**src/ps2mct_pkg.sv**
```systemverilog
// ----------------------------------------------------------------------------
// PS/2 mouse cursor tracker package
// Shared types, widths, codes and reset values of the cursor tracker.
// ----------------------------------------------------------------------------
package ps2mct_pkg;

  localparam int unsigned BYTE_W    = 8;
  localparam int unsigned POS_W     = 12;
  localparam int unsigned BTN_W     = 3;
  localparam int unsigned DX_W      = 9;
  localparam int unsigned DY_W      = 10;
  localparam int unsigned CFG_IDX_W = 2;

  localparam logic [BYTE_W-1:0] ACK_BYTE  = 8'hFA;
  localparam logic [BYTE_W-1:0] HDR_MASK  = 8'hC8;
  localparam logic [BYTE_W-1:0] HDR_MATCH = 8'h08;
  localparam int unsigned       XSIGN_BIT = 4;
  localparam int unsigned       YSIGN_BIT = 5;

  localparam logic [POS_W-1:0] SCREEN_W_RST = 12'd640;
  localparam logic [POS_W-1:0] SCREEN_H_RST = 12'd480;
  localparam logic [POS_W-1:0] POS_X_RST    = 12'd320;
  localparam logic [POS_W-1:0] POS_Y_RST    = 12'd240;

  typedef enum logic [CFG_IDX_W-1:0] {
    REG_SCREEN_WIDTH  = 2'd0,
    REG_SCREEN_HEIGHT = 2'd1
  } cfg_reg_t;

  typedef enum logic [1:0] {
    PH_WAIT_ACK = 2'd0,
    PH_FIRST    = 2'd1,
    PH_SECOND   = 2'd2,
    PH_THIRD    = 2'd3
  } phase_t;

endpackage

```
**src/ps2mct_if.sv**
```systemverilog
// ----------------------------------------------------------------------------
// PS/2 mouse cursor tracker channel interfaces
// Valid/ready channels for received bytes, packet results and register writes.
// ----------------------------------------------------------------------------
interface ps2mct_byte_if;
  logic                            valid;
  logic                            ready;
  logic [ps2mct_pkg::BYTE_W-1:0]   rx_byte;

  modport source (output valid, output rx_byte, input ready);
  modport sink (input valid, input rx_byte, output ready);
endinterface

interface ps2mct_result_if;
  logic                                valid;
  logic                                ready;
  logic [ps2mct_pkg::BTN_W-1:0]        buttons;
  logic signed [ps2mct_pkg::DX_W-1:0]  delta_x;
  logic signed [ps2mct_pkg::DY_W-1:0]  delta_y;
  logic [ps2mct_pkg::POS_W-1:0]        cursor_x;
  logic [ps2mct_pkg::POS_W-1:0]        cursor_y;

  modport source (output valid, output buttons, output delta_x, output delta_y,
                  output cursor_x, output cursor_y, input ready);
  modport sink (input valid, input buttons, input delta_x, input delta_y,
                input cursor_x, input cursor_y, output ready);
endinterface

interface ps2mct_cfg_if;
  logic                               valid;
  logic                               ready;
  logic [ps2mct_pkg::CFG_IDX_W-1:0]   index;
  logic [ps2mct_pkg::POS_W-1:0]       data;

  modport source (output valid, output index, output data, input ready);
  modport sink (input valid, input index, input data, output ready);
endinterface

```
**src/ps2mct_axis_clamp.sv**
```systemverilog
// ----------------------------------------------------------------------------
// Cursor axis update
// Adds a signed movement to one cursor coordinate and clamps to 0..limit.
// ----------------------------------------------------------------------------
module ps2mct_axis_clamp (
  input  logic [ps2mct_pkg::POS_W-1:0]       pos_i,
  input  logic signed [ps2mct_pkg::DY_W-1:0] delta_i,
  input  logic [ps2mct_pkg::POS_W-1:0]       limit_i,
  output logic [ps2mct_pkg::POS_W-1:0]       pos_o
);

  logic [ps2mct_pkg::POS_W+1:0] sum;

  assign sum = {2'b00, pos_i} + {{4{delta_i[ps2mct_pkg::DY_W-1]}}, delta_i};

  always_comb begin
    if (sum[ps2mct_pkg::POS_W+1]) begin
      pos_o = '0;
    end else if (sum[ps2mct_pkg::POS_W:0] > {1'b0, limit_i}) begin
      pos_o = limit_i;
    end else begin
      pos_o = sum[ps2mct_pkg::POS_W-1:0];
    end
  end

endmodule

```
**src/ps2_mouse_packet_cursor_tracker.sv**
```systemverilog
// ----------------------------------------------------------------------------
// PS/2 mouse packet cursor tracker
// Frames three-byte mouse packets after the acknowledge byte and tracks a
// clamped cursor position.
// ----------------------------------------------------------------------------
// The third byte passes the byte register, then the result register.
// Throughput: one byte per cycle; the byte register stalls only while a
// result waits in the output register.
// Reset: waits for the acknowledge byte, screen 640 x 480, cursor at 320, 240.
// Configuration writes are taken in every cycle.
module ps2_mouse_packet_cursor_tracker (
  input  logic                    clk,
  input  logic                    rst_n,
  ps2mct_byte_if.sink             in_ch,
  ps2mct_result_if.source         out_ch,
  ps2mct_cfg_if.sink              cfg_ch
);

  logic                                 in_valid_r;
  logic [ps2mct_pkg::BYTE_W-1:0]        in_byte_r;
  logic                                 advance;
  logic                                 fire;

  ps2mct_pkg::phase_t                   phase_r;
  ps2mct_pkg::phase_t                   phase_nxt;
  logic                                 load_first;
  logic                                 load_second;
  logic                                 emit;

  logic [ps2mct_pkg::BYTE_W-1:0]        first_byte_r;
  logic [ps2mct_pkg::BYTE_W-1:0]        second_byte_r;
  logic [ps2mct_pkg::POS_W-1:0]         screen_w_r;
  logic [ps2mct_pkg::POS_W-1:0]         screen_h_r;
  logic [ps2mct_pkg::POS_W-1:0]         pos_x_r;
  logic [ps2mct_pkg::POS_W-1:0]         pos_y_r;
  logic [ps2mct_pkg::POS_W-1:0]         pos_x_nxt;
  logic [ps2mct_pkg::POS_W-1:0]         pos_y_nxt;
  logic [ps2mct_pkg::POS_W-1:0]         clamp_x;
  logic [ps2mct_pkg::POS_W-1:0]         clamp_y;

  logic signed [ps2mct_pkg::DX_W-1:0]   dx;
  logic signed [ps2mct_pkg::DX_W-1:0]   dy_raw;
  logic signed [ps2mct_pkg::DY_W-1:0]   dx_ext;
  logic signed [ps2mct_pkg::DY_W-1:0]   dy;
  logic                                 moving;

  logic                                 out_valid_r;
  logic [ps2mct_pkg::BTN_W-1:0]         out_buttons_r;
  logic signed [ps2mct_pkg::DX_W-1:0]   out_dx_r;
  logic signed [ps2mct_pkg::DY_W-1:0]   out_dy_r;
  logic [ps2mct_pkg::POS_W-1:0]         out_x_r;
  logic [ps2mct_pkg::POS_W-1:0]         out_y_r;

  assign cfg_ch.ready = 1'b1;

  always_ff @(posedge clk) begin
    if (!rst_n) begin
      screen_w_r <= ps2mct_pkg::SCREEN_W_RST;
      screen_h_r <= ps2mct_pkg::SCREEN_H_RST;
    end else if (cfg_ch.valid) begin
      case (cfg_ch.index)
        ps2mct_pkg::REG_SCREEN_WIDTH:  screen_w_r <= cfg_ch.data;
        ps2mct_pkg::REG_SCREEN_HEIGHT: screen_h_r <= cfg_ch.data;
        default: begin
        end
      endcase
    end
  end

  assign advance     = !out_valid_r || out_ch.ready;
  assign in_ch.ready = !in_valid_r || advance;
  assign fire        = in_valid_r && advance;

  always_ff @(posedge clk) begin
    if (!rst_n) begin
      in_valid_r <= 1'b0;
    end else if (in_ch.ready) begin
      in_valid_r <= in_ch.valid;
    end
  end

  always_ff @(posedge clk) begin
    if (in_ch.ready && in_ch.valid) begin
      in_byte_r <= in_ch.rx_byte;
    end
  end

  always_comb begin
    phase_nxt = phase_r;
    case (phase_r)
      ps2mct_pkg::PH_WAIT_ACK: begin
        if (in_byte_r == ps2mct_pkg::ACK_BYTE) begin
          phase_nxt = ps2mct_pkg::PH_FIRST;
        end
      end
      ps2mct_pkg::PH_FIRST: begin
        if ((in_byte_r & ps2mct_pkg::HDR_MASK) == ps2mct_pkg::HDR_MATCH) begin
          phase_nxt = ps2mct_pkg::PH_SECOND;
        end
      end
      ps2mct_pkg::PH_SECOND: phase_nxt = ps2mct_pkg::PH_THIRD;
      ps2mct_pkg::PH_THIRD:  phase_nxt = ps2mct_pkg::PH_FIRST;
      default:               phase_nxt = ps2mct_pkg::PH_WAIT_ACK;
    endcase
  end

  always_comb begin
    load_first  = 1'b0;
    load_second = 1'b0;
    emit        = 1'b0;
    case (phase_r)
      ps2mct_pkg::PH_FIRST:  load_first = (phase_nxt == ps2mct_pkg::PH_SECOND);
      ps2mct_pkg::PH_SECOND: load_second = 1'b1;
      ps2mct_pkg::PH_THIRD:  emit = 1'b1;
      default: begin
      end
    endcase
  end

  always_ff @(posedge clk) begin
    if (!rst_n) begin
      phase_r <= ps2mct_pkg::PH_WAIT_ACK;
    end else if (fire) begin
      phase_r <= phase_nxt;
    end
  end

  always_ff @(posedge clk) begin
    if (fire && load_first) begin
      first_byte_r <= in_byte_r;
    end
    if (fire && load_second) begin
      second_byte_r <= in_byte_r;
    end
  end

  assign dx     = {first_byte_r[ps2mct_pkg::XSIGN_BIT], second_byte_r};
  assign dy_raw = {first_byte_r[ps2mct_pkg::YSIGN_BIT], in_byte_r};
  assign dx_ext = {dx[ps2mct_pkg::DX_W-1], dx};
  assign dy     = -{dy_raw[ps2mct_pkg::DX_W-1], dy_raw};
  assign moving = (dx != '0) || (dy != '0);

  ps2mct_axis_clamp u_clamp_x (
    .pos_i   (pos_x_r),
    .delta_i (dx_ext),
    .limit_i (screen_w_r),
    .pos_o   (clamp_x)
  );

  ps2mct_axis_clamp u_clamp_y (
    .pos_i   (pos_y_r),
    .delta_i (dy),
    .limit_i (screen_h_r),
    .pos_o   (clamp_y)
  );

  assign pos_x_nxt = moving ? clamp_x : pos_x_r;
  assign pos_y_nxt = moving ? clamp_y : pos_y_r;

  always_ff @(posedge clk) begin
    if (!rst_n) begin
      pos_x_r <= ps2mct_pkg::POS_X_RST;
      pos_y_r <= ps2mct_pkg::POS_Y_RST;
    end else if (fire && emit) begin
      pos_x_r <= pos_x_nxt;
      pos_y_r <= pos_y_nxt;
    end
  end

  always_ff @(posedge clk) begin
    if (!rst_n) begin
      out_valid_r <= 1'b0;
    end else if (fire && emit) begin
      out_valid_r <= 1'b1;
    end else if (out_ch.ready) begin
      out_valid_r <= 1'b0;
    end
  end

  always_ff @(posedge clk) begin
    if (fire && emit) begin
      out_buttons_r <= first_byte_r[ps2mct_pkg::BTN_W-1:0];
      out_dx_r      <= dx;
      out_dy_r      <= dy;
      out_x_r       <= pos_x_nxt;
      out_y_r       <= pos_y_nxt;
    end
  end

  assign out_ch.valid    = out_valid_r;
  assign out_ch.buttons  = out_buttons_r;
  assign out_ch.delta_x  = out_dx_r;
  assign out_ch.delta_y  = out_dy_r;
  assign out_ch.cursor_x = out_x_r;
  assign out_ch.cursor_y = out_y_r;

endmodule

```
**src/flat_wrapper.sv**
```systemverilog
// flat-port wrapper written by rule: the top's interface ports become plain ports
module ps2_mouse_packet_cursor_tracker_flat 
  (clk, rst_n, in_ch_valid, in_ch_rx_byte, in_ch_ready, out_ch_valid, out_ch_buttons, out_ch_delta_x, out_ch_delta_y, out_ch_cursor_x, out_ch_cursor_y, out_ch_ready, cfg_ch_valid, cfg_ch_index, cfg_ch_data, cfg_ch_ready);
  ps2mct_byte_if in_ch_i ();
  ps2mct_result_if out_ch_i ();
  ps2mct_cfg_if cfg_ch_i ();
  input  logic clk;
  input  logic rst_n;
  input wire logic [$bits(in_ch_i.valid)-1:0] in_ch_valid;
  input wire logic [$bits(in_ch_i.rx_byte)-1:0] in_ch_rx_byte;
  output wire logic [$bits(in_ch_i.ready)-1:0] in_ch_ready;
  output wire logic [$bits(out_ch_i.valid)-1:0] out_ch_valid;
  output wire logic [$bits(out_ch_i.buttons)-1:0] out_ch_buttons;
  output wire logic [$bits(out_ch_i.delta_x)-1:0] out_ch_delta_x;
  output wire logic [$bits(out_ch_i.delta_y)-1:0] out_ch_delta_y;
  output wire logic [$bits(out_ch_i.cursor_x)-1:0] out_ch_cursor_x;
  output wire logic [$bits(out_ch_i.cursor_y)-1:0] out_ch_cursor_y;
  input wire logic [$bits(out_ch_i.ready)-1:0] out_ch_ready;
  input wire logic [$bits(cfg_ch_i.valid)-1:0] cfg_ch_valid;
  input wire logic [$bits(cfg_ch_i.index)-1:0] cfg_ch_index;
  input wire logic [$bits(cfg_ch_i.data)-1:0] cfg_ch_data;
  output wire logic [$bits(cfg_ch_i.ready)-1:0] cfg_ch_ready;
  assign in_ch_i.valid = in_ch_valid;
  assign in_ch_i.rx_byte = in_ch_rx_byte;
  assign in_ch_ready = in_ch_i.ready;
  assign out_ch_valid = out_ch_i.valid;
  assign out_ch_buttons = out_ch_i.buttons;
  assign out_ch_delta_x = out_ch_i.delta_x;
  assign out_ch_delta_y = out_ch_i.delta_y;
  assign out_ch_cursor_x = out_ch_i.cursor_x;
  assign out_ch_cursor_y = out_ch_i.cursor_y;
  assign out_ch_i.ready = out_ch_ready;
  assign cfg_ch_i.valid = cfg_ch_valid;
  assign cfg_ch_i.index = cfg_ch_index;
  assign cfg_ch_i.data = cfg_ch_data;
  assign cfg_ch_ready = cfg_ch_i.ready;
  ps2_mouse_packet_cursor_tracker u_core (.clk(clk), .rst_n(rst_n), .in_ch(in_ch_i), .out_ch(out_ch_i), .cfg_ch(cfg_ch_i));
endmodule
```
**config.mk**
```make
export PLATFORM = sky130hd
export DESIGN_NAME = ps2_mouse_packet_cursor_tracker_flat
export DESIGN_NICKNAME = d
export VERILOG_FILES = /design/src/ps2mct_pkg.sv /design/src/ps2mct_if.sv /design/src/ps2mct_axis_clamp.sv /design/src/ps2_mouse_packet_cursor_tracker.sv /design/src/flat_wrapper.sv
export SDC_FILE = /design/constraint.sdc
export NUM_CORES = 1
export LEC_CHECK = 0
export ABC_AREA = 1
export BUFFER_PORTS_ARGS = -buffer_cell sky130_fd_sc_hd__buf_2
export CAP_MARGIN = 20
export CORE_UTILIZATION = 61
export CTS_BUF_LIST = sky130_fd_sc_hd__clkbuf_4
export CTS_CLUSTER_DIAMETER = 60
export DETAILED_ROUTE_END_ITERATION = 8
export GPL_TIMING_DRIVEN = 0
export HOLD_SLACK_MARGIN = 0.15
export PLACE_DENSITY = 0.89
export SYNTH_ARGS = -nofsm -noshare
export SYNTH_HDL_FRONTEND = slang
export SYNTH_SLANG_ARGS = --single-unit
```
**constraint.sdc**
```tcl
create_clock -name clk -period 4.3 [get_ports clk]
set_input_delay 0.215 -clock clk [delete_from_list [all_inputs] [get_ports clk]]
set_output_delay 0.215 -clock clk [all_outputs]
set_load 0.01 [all_outputs]
```
After elaboration in Yosys (flattened, before gate mapping)
Index checks and enable logic that the tools add are counted.
Cells by class
  order comparisons: 2
  $add $sub $neg: 3
  equal/unequal tests: 7
  reduce and logical (&&, ||, !) cells: 17
  mux-type cells: 14
Operator list (number)
  12-bit two-way mux: 6
  13-bit by 12-bit > comparator with 1-bit output: 2
  13-bit by 10-bit adder with 14-bit output: 1
  13-bit by 9-bit adder with 14-bit output: 1
  10-bit negation: 1
  10-bit nonzero test: 1
  9-bit nonzero test: 1
  8-bit equality test (second input constant): 1
  2-bit case mux with 4 select lines: 1
  2-bit equality test (second input constant): 3
  1-bit logical AND: 5
  1-bit two-way mux: 5
  2-bit by 1-bit equality test with 1-bit output (second input constant): 2
  2-bit logical NOT: 2
  2-bit two-way mux: 2
  2-bit AND reduction: 2
  3-bit by 1-bit equality test with 1-bit output (second input constant): 1
  1-bit logical OR: 3
  1-bit logical NOT: 2
  2-bit nonzero test: 1
Storage, ports and cells
  bits in registers: 120
  word-level logic and storage cells: 58

Logic depth before layout (Yosys ltp)
  word-level depth: 6
  gate-level depth with buffers: 30

By module
A second synthesis with hierarchy kept.
Unflattened totals
  cells, all modules: 915
  area, all modules: 7350.8 um^2
By module, submodules not included
  ps2_mouse_packet_cursor_tracker: times used 1, cells each 499, area each 4978.5 um^2
  ps2mct_axis_clamp: times used 2, cells each 208, area each 1186.1 um^2

Worst setup path after synthesis
OpenSTA, ideal clock, no wires.
  kind: flip-flop to flip-flop
  start: register u_core.in_byte_r[2] (netlist name)
  end: register u_core.out_y_r (netlist bit u_core.out_ch.cursor_y[0]), data pin
  cell stages (with the launch flop): 24
  setup slack: 0.659 ns
  data arrival time: 3.386 ns
  data required time: 4.044 ns
  path buffers: 1
  cells stage by stage: edfxtp_1 -> inv_2 -> nand3_2 -> nor2_1 -> nand2_1 -> xor2_1 -> inv_1 -> ha_1 -> a21oi_1 -> o21ai_0 -> a21oi_1 -> xor2_1 -> inv_1 -> ha_1 -> a21oi_1 -> o21a_1 -> nand2_1 -> nand2_1 -> nand2_1 -> nand2_1 -> clkbuf_1 -> nand3_1 -> nand4_1 -> nand2_1
Between the ends
  word-level cells in the longest chain between the ends: 6
  elaborated cells between the ends (all ways): 8
  classes of those cells: add/sub (2); order compare (1); mux (3); reduce/logical (2)
Ends and longest elaborated chain
  start: declaration: RTL line ps2_mouse_packet_cursor_tracker.sv:20  | logic [ps2mct_pkg::BYTE_W-1:0] in_byte_r;
  start signal: assignment: RTL line ps2_mouse_packet_cursor_tracker.sv:84  | in_byte_r <= in_ch.rx_byte;
  10-bit negation *: RTL line ps2_mouse_packet_cursor_tracker.sv:140  | assign dy = -{dy_raw[ps2mct_pkg::DX_W-1], dy_raw};
  net u_core.dy (one bit): RTL line ps2_mouse_packet_cursor_tracker.sv:44  | logic signed [ps2mct_pkg::DY_W-1:0] dy;
  13-bit by 10-bit adder with 14-bit output: RTL line ps2mct_axis_clamp.sv:14  | assign sum = {2'b00, pos_i} + {{4{delta_i[ps2mct_pkg::DY_W-1]}}, delta_i};
  13-bit by 12-bit > comparator with 1-bit output: RTL line ps2mct_axis_clamp.sv:19  | end else if (sum[ps2mct_pkg::POS_W:0] > {1'b0, limit_i}) begin
  12-bit two-way mux: RTL line ps2mct_axis_clamp.sv:19
  12-bit two-way mux: RTL line ps2mct_axis_clamp.sv:17  | if (sum[ps2mct_pkg::POS_W+1]) begin
  12-bit two-way mux *: RTL line ps2_mouse_packet_cursor_tracker.sv:158  | assign pos_y_nxt = moving ? clamp_y : pos_y_r;
  net u_core.pos_y_nxt (one bit): RTL line ps2_mouse_packet_cursor_tracker.sv:37  | logic [ps2mct_pkg::POS_W-1:0] pos_y_nxt;
  end signal: assignment: RTL line ps2_mouse_packet_cursor_tracker.sv:186  | out_y_r <= pos_y_nxt;
  end: declaration: RTL line ps2_mouse_packet_cursor_tracker.sv:52  | logic [ps2mct_pkg::POS_W-1:0] out_y_r;
The timed path passes the listed nets; every way through them passes the cells marked *.
A chain may end at the register's enable or synchronous reset.

Worst setup path after layout
  start: register u_core.in_byte_r[1] (netlist name)
  end: register u_core.pos_y_r[5] (netlist name)
Between the ends
  word-level cells in the longest chain between the ends: 6
  elaborated cells between the ends (all ways): 8
  classes of those cells: add/sub (2); order compare (1); mux (3); reduce/logical (2)
Ends and longest elaborated chain
  10-bit negation *: RTL line ps2_mouse_packet_cursor_tracker.sv:140
  net u_core.dy (one bit): RTL line ps2_mouse_packet_cursor_tracker.sv:44
  13-bit by 10-bit adder with 14-bit output: RTL line ps2mct_axis_clamp.sv:14
  13-bit by 12-bit > comparator with 1-bit output: RTL line ps2mct_axis_clamp.sv:19
  12-bit two-way mux: RTL line ps2mct_axis_clamp.sv:19
  12-bit two-way mux: RTL line ps2mct_axis_clamp.sv:17
  12-bit two-way mux *: RTL line ps2_mouse_packet_cursor_tracker.sv:158
  net u_core.pos_y_nxt (one bit): RTL line ps2_mouse_packet_cursor_tracker.sv:37
  end signal: assignment: RTL line ps2_mouse_packet_cursor_tracker.sv:163  | pos_y_r <= ps2mct_pkg::POS_Y_RST;
  end signal: assignment: RTL line ps2_mouse_packet_cursor_tracker.sv:166  | pos_y_r <= pos_y_nxt;
  end: declaration: RTL line ps2_mouse_packet_cursor_tracker.sv:35  | logic [ps2mct_pkg::POS_W-1:0] pos_y_r;
Marks and branches as above.

==> key figures <==
Outcome
  • Status: completed

Timing
  • Post-route minimum period: 4.212 ns
  • PnR worst setup slack: 0.08804 ns
  • Final Max Slew Viols: 0
  • Endpoints failing setup: 0
  • Fin. Hold Viols: 0
  • Final worst path period share: 0.9795
  • Max Clk Rate: 237.4 MHz
  • Worst-Margin Slew: 0.7430 ns
  • Slew headroom: 0.5029
  • Max Clock Skew: 0.02725 ns

Clock tree
  • Maximum buffer depth of the clock tree: 2
  • Worst skew pair latency: 0.58 ns
  • Worst-path clk slew: 0.12 ns
  • TritonCTS buffer count: 17
  • Clock Tree Root: clkbuf_4
  • CTS tree: built
  • CTS H-Tree Depth: 4
  • # clock sinks: 119

Synthesis
  • Post-synth top area share: 0.2877
  • Top_reg_cell synth: edfxtp_1
  • Synth top area cells: edfxtp_1 (29%), dfxtp_1 (15%), nand2_1 (11%)
  • Cell Area, Synth: 0.006993 sq mm
  • Number of flops mapped to enable cells by yosys: 67
  • Sequential area share after synthesis: 0.4366
  • Synth cell count leaders: nand2_1 (207), inv_1 (130), edfxtp_1 (67), nand3_1 (67), a21oi_1 (57)
  • Cells after Synth: 856
  • Synth area leader: edfxtp_1
  • Library cells used by synthesis: 41
  • Synth warn: 0
  • Post-synth ARST share: 0
  • Most numerous cell in the Yosys netlist: nand2_1
  • Synth Net Count: 940
  • Syn_area_per_cell: 8.169 sq um
  • Number of synthesized register bits: 119

Placed design
  • Pre-CTS setup slack: -0.2166 ns
  • Gp weighted congestion: 0.9407
  • Placed insts: 1070
  • Post-DP HPWL: 13.29 mm
  • IO Port Bufs: 74

Worst setup path
  • Worst EP required: 4.77 ns
  • Reg2reg start: u_core.in_byte_r[1]
  • Arr. time, crit path: 4.68 ns
  • CP startpoint: u_core.in_byte_r[1]
  • Most frequent CP cell: nand2_1
  • R2r setup slk: 0.09 ns
  • Element type at the critical path start: flip-flop
  • Setup crit end kind: flip-flop
  • Worst-path maximum fanout: 10
  • Critical path's slowest cell: edfxtp_1
  • Critical Path Max Stage Delay: 0.45 ns
  • R2R cell count: 29
  • CP Class: reg -> reg
  • Worst R2R End: u_core.pos_y_r[5]

Global routing
  • GRT Util Overall: 0.3339
  • GR Overflow Total: 0
  • Initial antenna violation count: 0
  • Largest net degree at the start of global routing: 56
  • First-pass GRT wire length: 29.18 mm
  • Number of global-route vias before repair: 6171

Routing
  • Antenna viol nets, final: 0
  • # DRC: 0
  • Pre-antenna DRT Iters: 6
  • DR iter-0 viols: 750
  • Routed wire length: 19.73 mm
  • Vias/cell: 5.821
  • Routed len/inst: 17.13 microns
  • Vias: 6706

Die
  • Die H: 109.1 microns
  • Rows: 38
  • Starting Density: 0.6367
  • Area of the core: 0.01098 sq mm
  • Die area: 0.01190 sq mm
  • Die W: 109.1 microns
  • I/O Pins: 76

Min path
  • Hold Crit Depth: 4
  • Worst Hold Class: in -> reg
  • WHS Endpoint: u_core.screen_w_r[2]
  • HP Start: cfg_ch_valid

Pwr
  • Power per cell area: 283.4 mW/mm^2
  • PnR Total Power: 2.363 mW
  • Maximum vdd ir drop: 0.2365 mV
  • Static Leak: 3.977 nW

Layout
  • Final #Nets: 1082
  • P&R area growth vs syn: 19.25%
  • Final Instance Count excl. Fillers: 1152
  • Layout cells sized above 1: 0.1583

Run
  • Max-cap violations: 0
==> worst max path at each step <==
stage | cells past startpoint | endpoint | slack, ns
global placement | 23 | u_core.out_ch.cursor_y[3] | -0.09
floorplan | 23 | u_core.out_ch.cursor_y[0] | 0.66
detailed placement | 23 | u_core.out_ch.cursor_y[3] | -0.22
global route | 29 | u_core.pos_y_r[5] | -0.07
CTS | 26 | u_core.pos_y_r[6] | 0.05
finish | 29 | u_core.pos_y_r[5] | 0.09
==> layout make-up <==
| type | count | area, sq um |
|---|---|---|
| fillers | 725 | 2644 |
| clock inverters | 14 | 138.9 |
| repair buffers | 123 | 843.3 |
| flip-flops and latches | 119 | 3053 |
| clock buffers | 18 | 135.1 |
| inverters | 137 | 516.7 |
| well taps | 140 | 175.2 |
| diodes | 1 | 2.502 |
| plain buffers | 25 | 145.1 |
| multi-input cells | 575 | 3329 |
==> flip-flops by register name (all words and copies together) (netlist names) <==
name	flops
u_core.screen_w_r	12
u_core.out_ch.delta_x	9
u_core.out_ch.valid	1
u_core.out_ch.delta_y	10
u_core.phase_r	2
u_core.out_ch.cursor_y	12
u_core.pos_y_r	12
u_core.pos_x_r	12
u_core.out_ch.cursor_x	12
u_core.out_ch.buttons	3
u_core.in_byte_r	8
u_core.in_valid_r	1
u_core.second_byte_r	8
u_core.first_byte_r	5
u_core.screen_h_r	12
==> report_power, final <==
part           leakage, nW  switching [mW]  internal (mW)  total [mW]
registers             1.04          0.0123           1.22        1.23
clock network        0.148           0.425          0.392       0.817
logic                 2.79           0.192          0.125       0.317
total                 3.98           0.629           1.73        2.36
==> stage by stage <==
stage,utilization,hold WS (ns),instance area (sq um),TNS [ns]
4_1_cts,0.7465,0.2238,8199,0
5_1_grt,0.7591,0.3143,8337,-0.3550
6_report,0.7593,0.2612,8339,0
3_5_place_dp,0.6864,0.3938,7538,-3.050
2_1_floorplan,-,0.3139,6993,0
3_3_place_gp,0.6864,0.3922,7538,-0.7011
==> routing by layer <==
layer / wire length, microns / vias to the layer above / global-route usage
li1: - / 3131 / -
met1: 7306 / 3068 / 0.3859
met2: 9572 / 391 / 0.5597
met3: 1660 / 116 / 0.06157
met4: 1190 / 0 / 0.2297
met5: 0 / - / 0
==> worst max-delay path: cells and delay by family (launching register included) <==
kind                     cells  cell delay, ns
AND/OR/NAND/NOR             15            1.41
buffers and inverters        6            0.61
XOR/XNOR                     1            0.19
adder cells (fa/ha/maj)      3            0.82
flip-flops                   1            0.45
AO/OA/AOI/OAI                4            0.66
==> cells in the final DEF, fill, tap and decap left out, types with 8 or more instances in the layout <==
master / n
nand2_2: 8
buf_4: 17
clkinv_1: 8
dlygate4sd3_1: 37
nand2_1: 206
nor2_1: 33
o21a_1: 16
buf_2: 79
inv_1: 129
edfxtp_1: 67
nand4_1: 35
clkbuf_1: 10
nand3_1: 67
clkbuf_4: 18
xor2_1: 10
a21oi_1: 54
dfxtp_1: 52
o21ai_0: 32
ha_1: 53
==> timing repair <==
item                                   in CTS  in global routing
setup buffers                               1                 10
gates resized for setup                     2                 15
pin swaps                                   1                  1
setup endpoints to repair                  21                 24
endpoints found under the hold margin      37                  0
hold buffers                               37                  0
==> kinds of logic (layout without fill, tap and decap cells) <==
| logic type | Yosys count | count (layout) | share of synthesized area |
|---|---|---|---|
| other cells | 1 | 2 | 0.0005363 |
| xor+xnor | 20 | 20 | 0.02505 |
| buf+inv | 162 | 317 | 0.09411 |
| simple gates | 373 | 373 | 0.2396 |
| flops | 119 | 119 | 0.4366 |
| fa+ha+maj | 57 | 57 | 0.1041 |
| compound gates | 124 | 124 | 0.1000 |
Power figures use the tool's default switching activity.
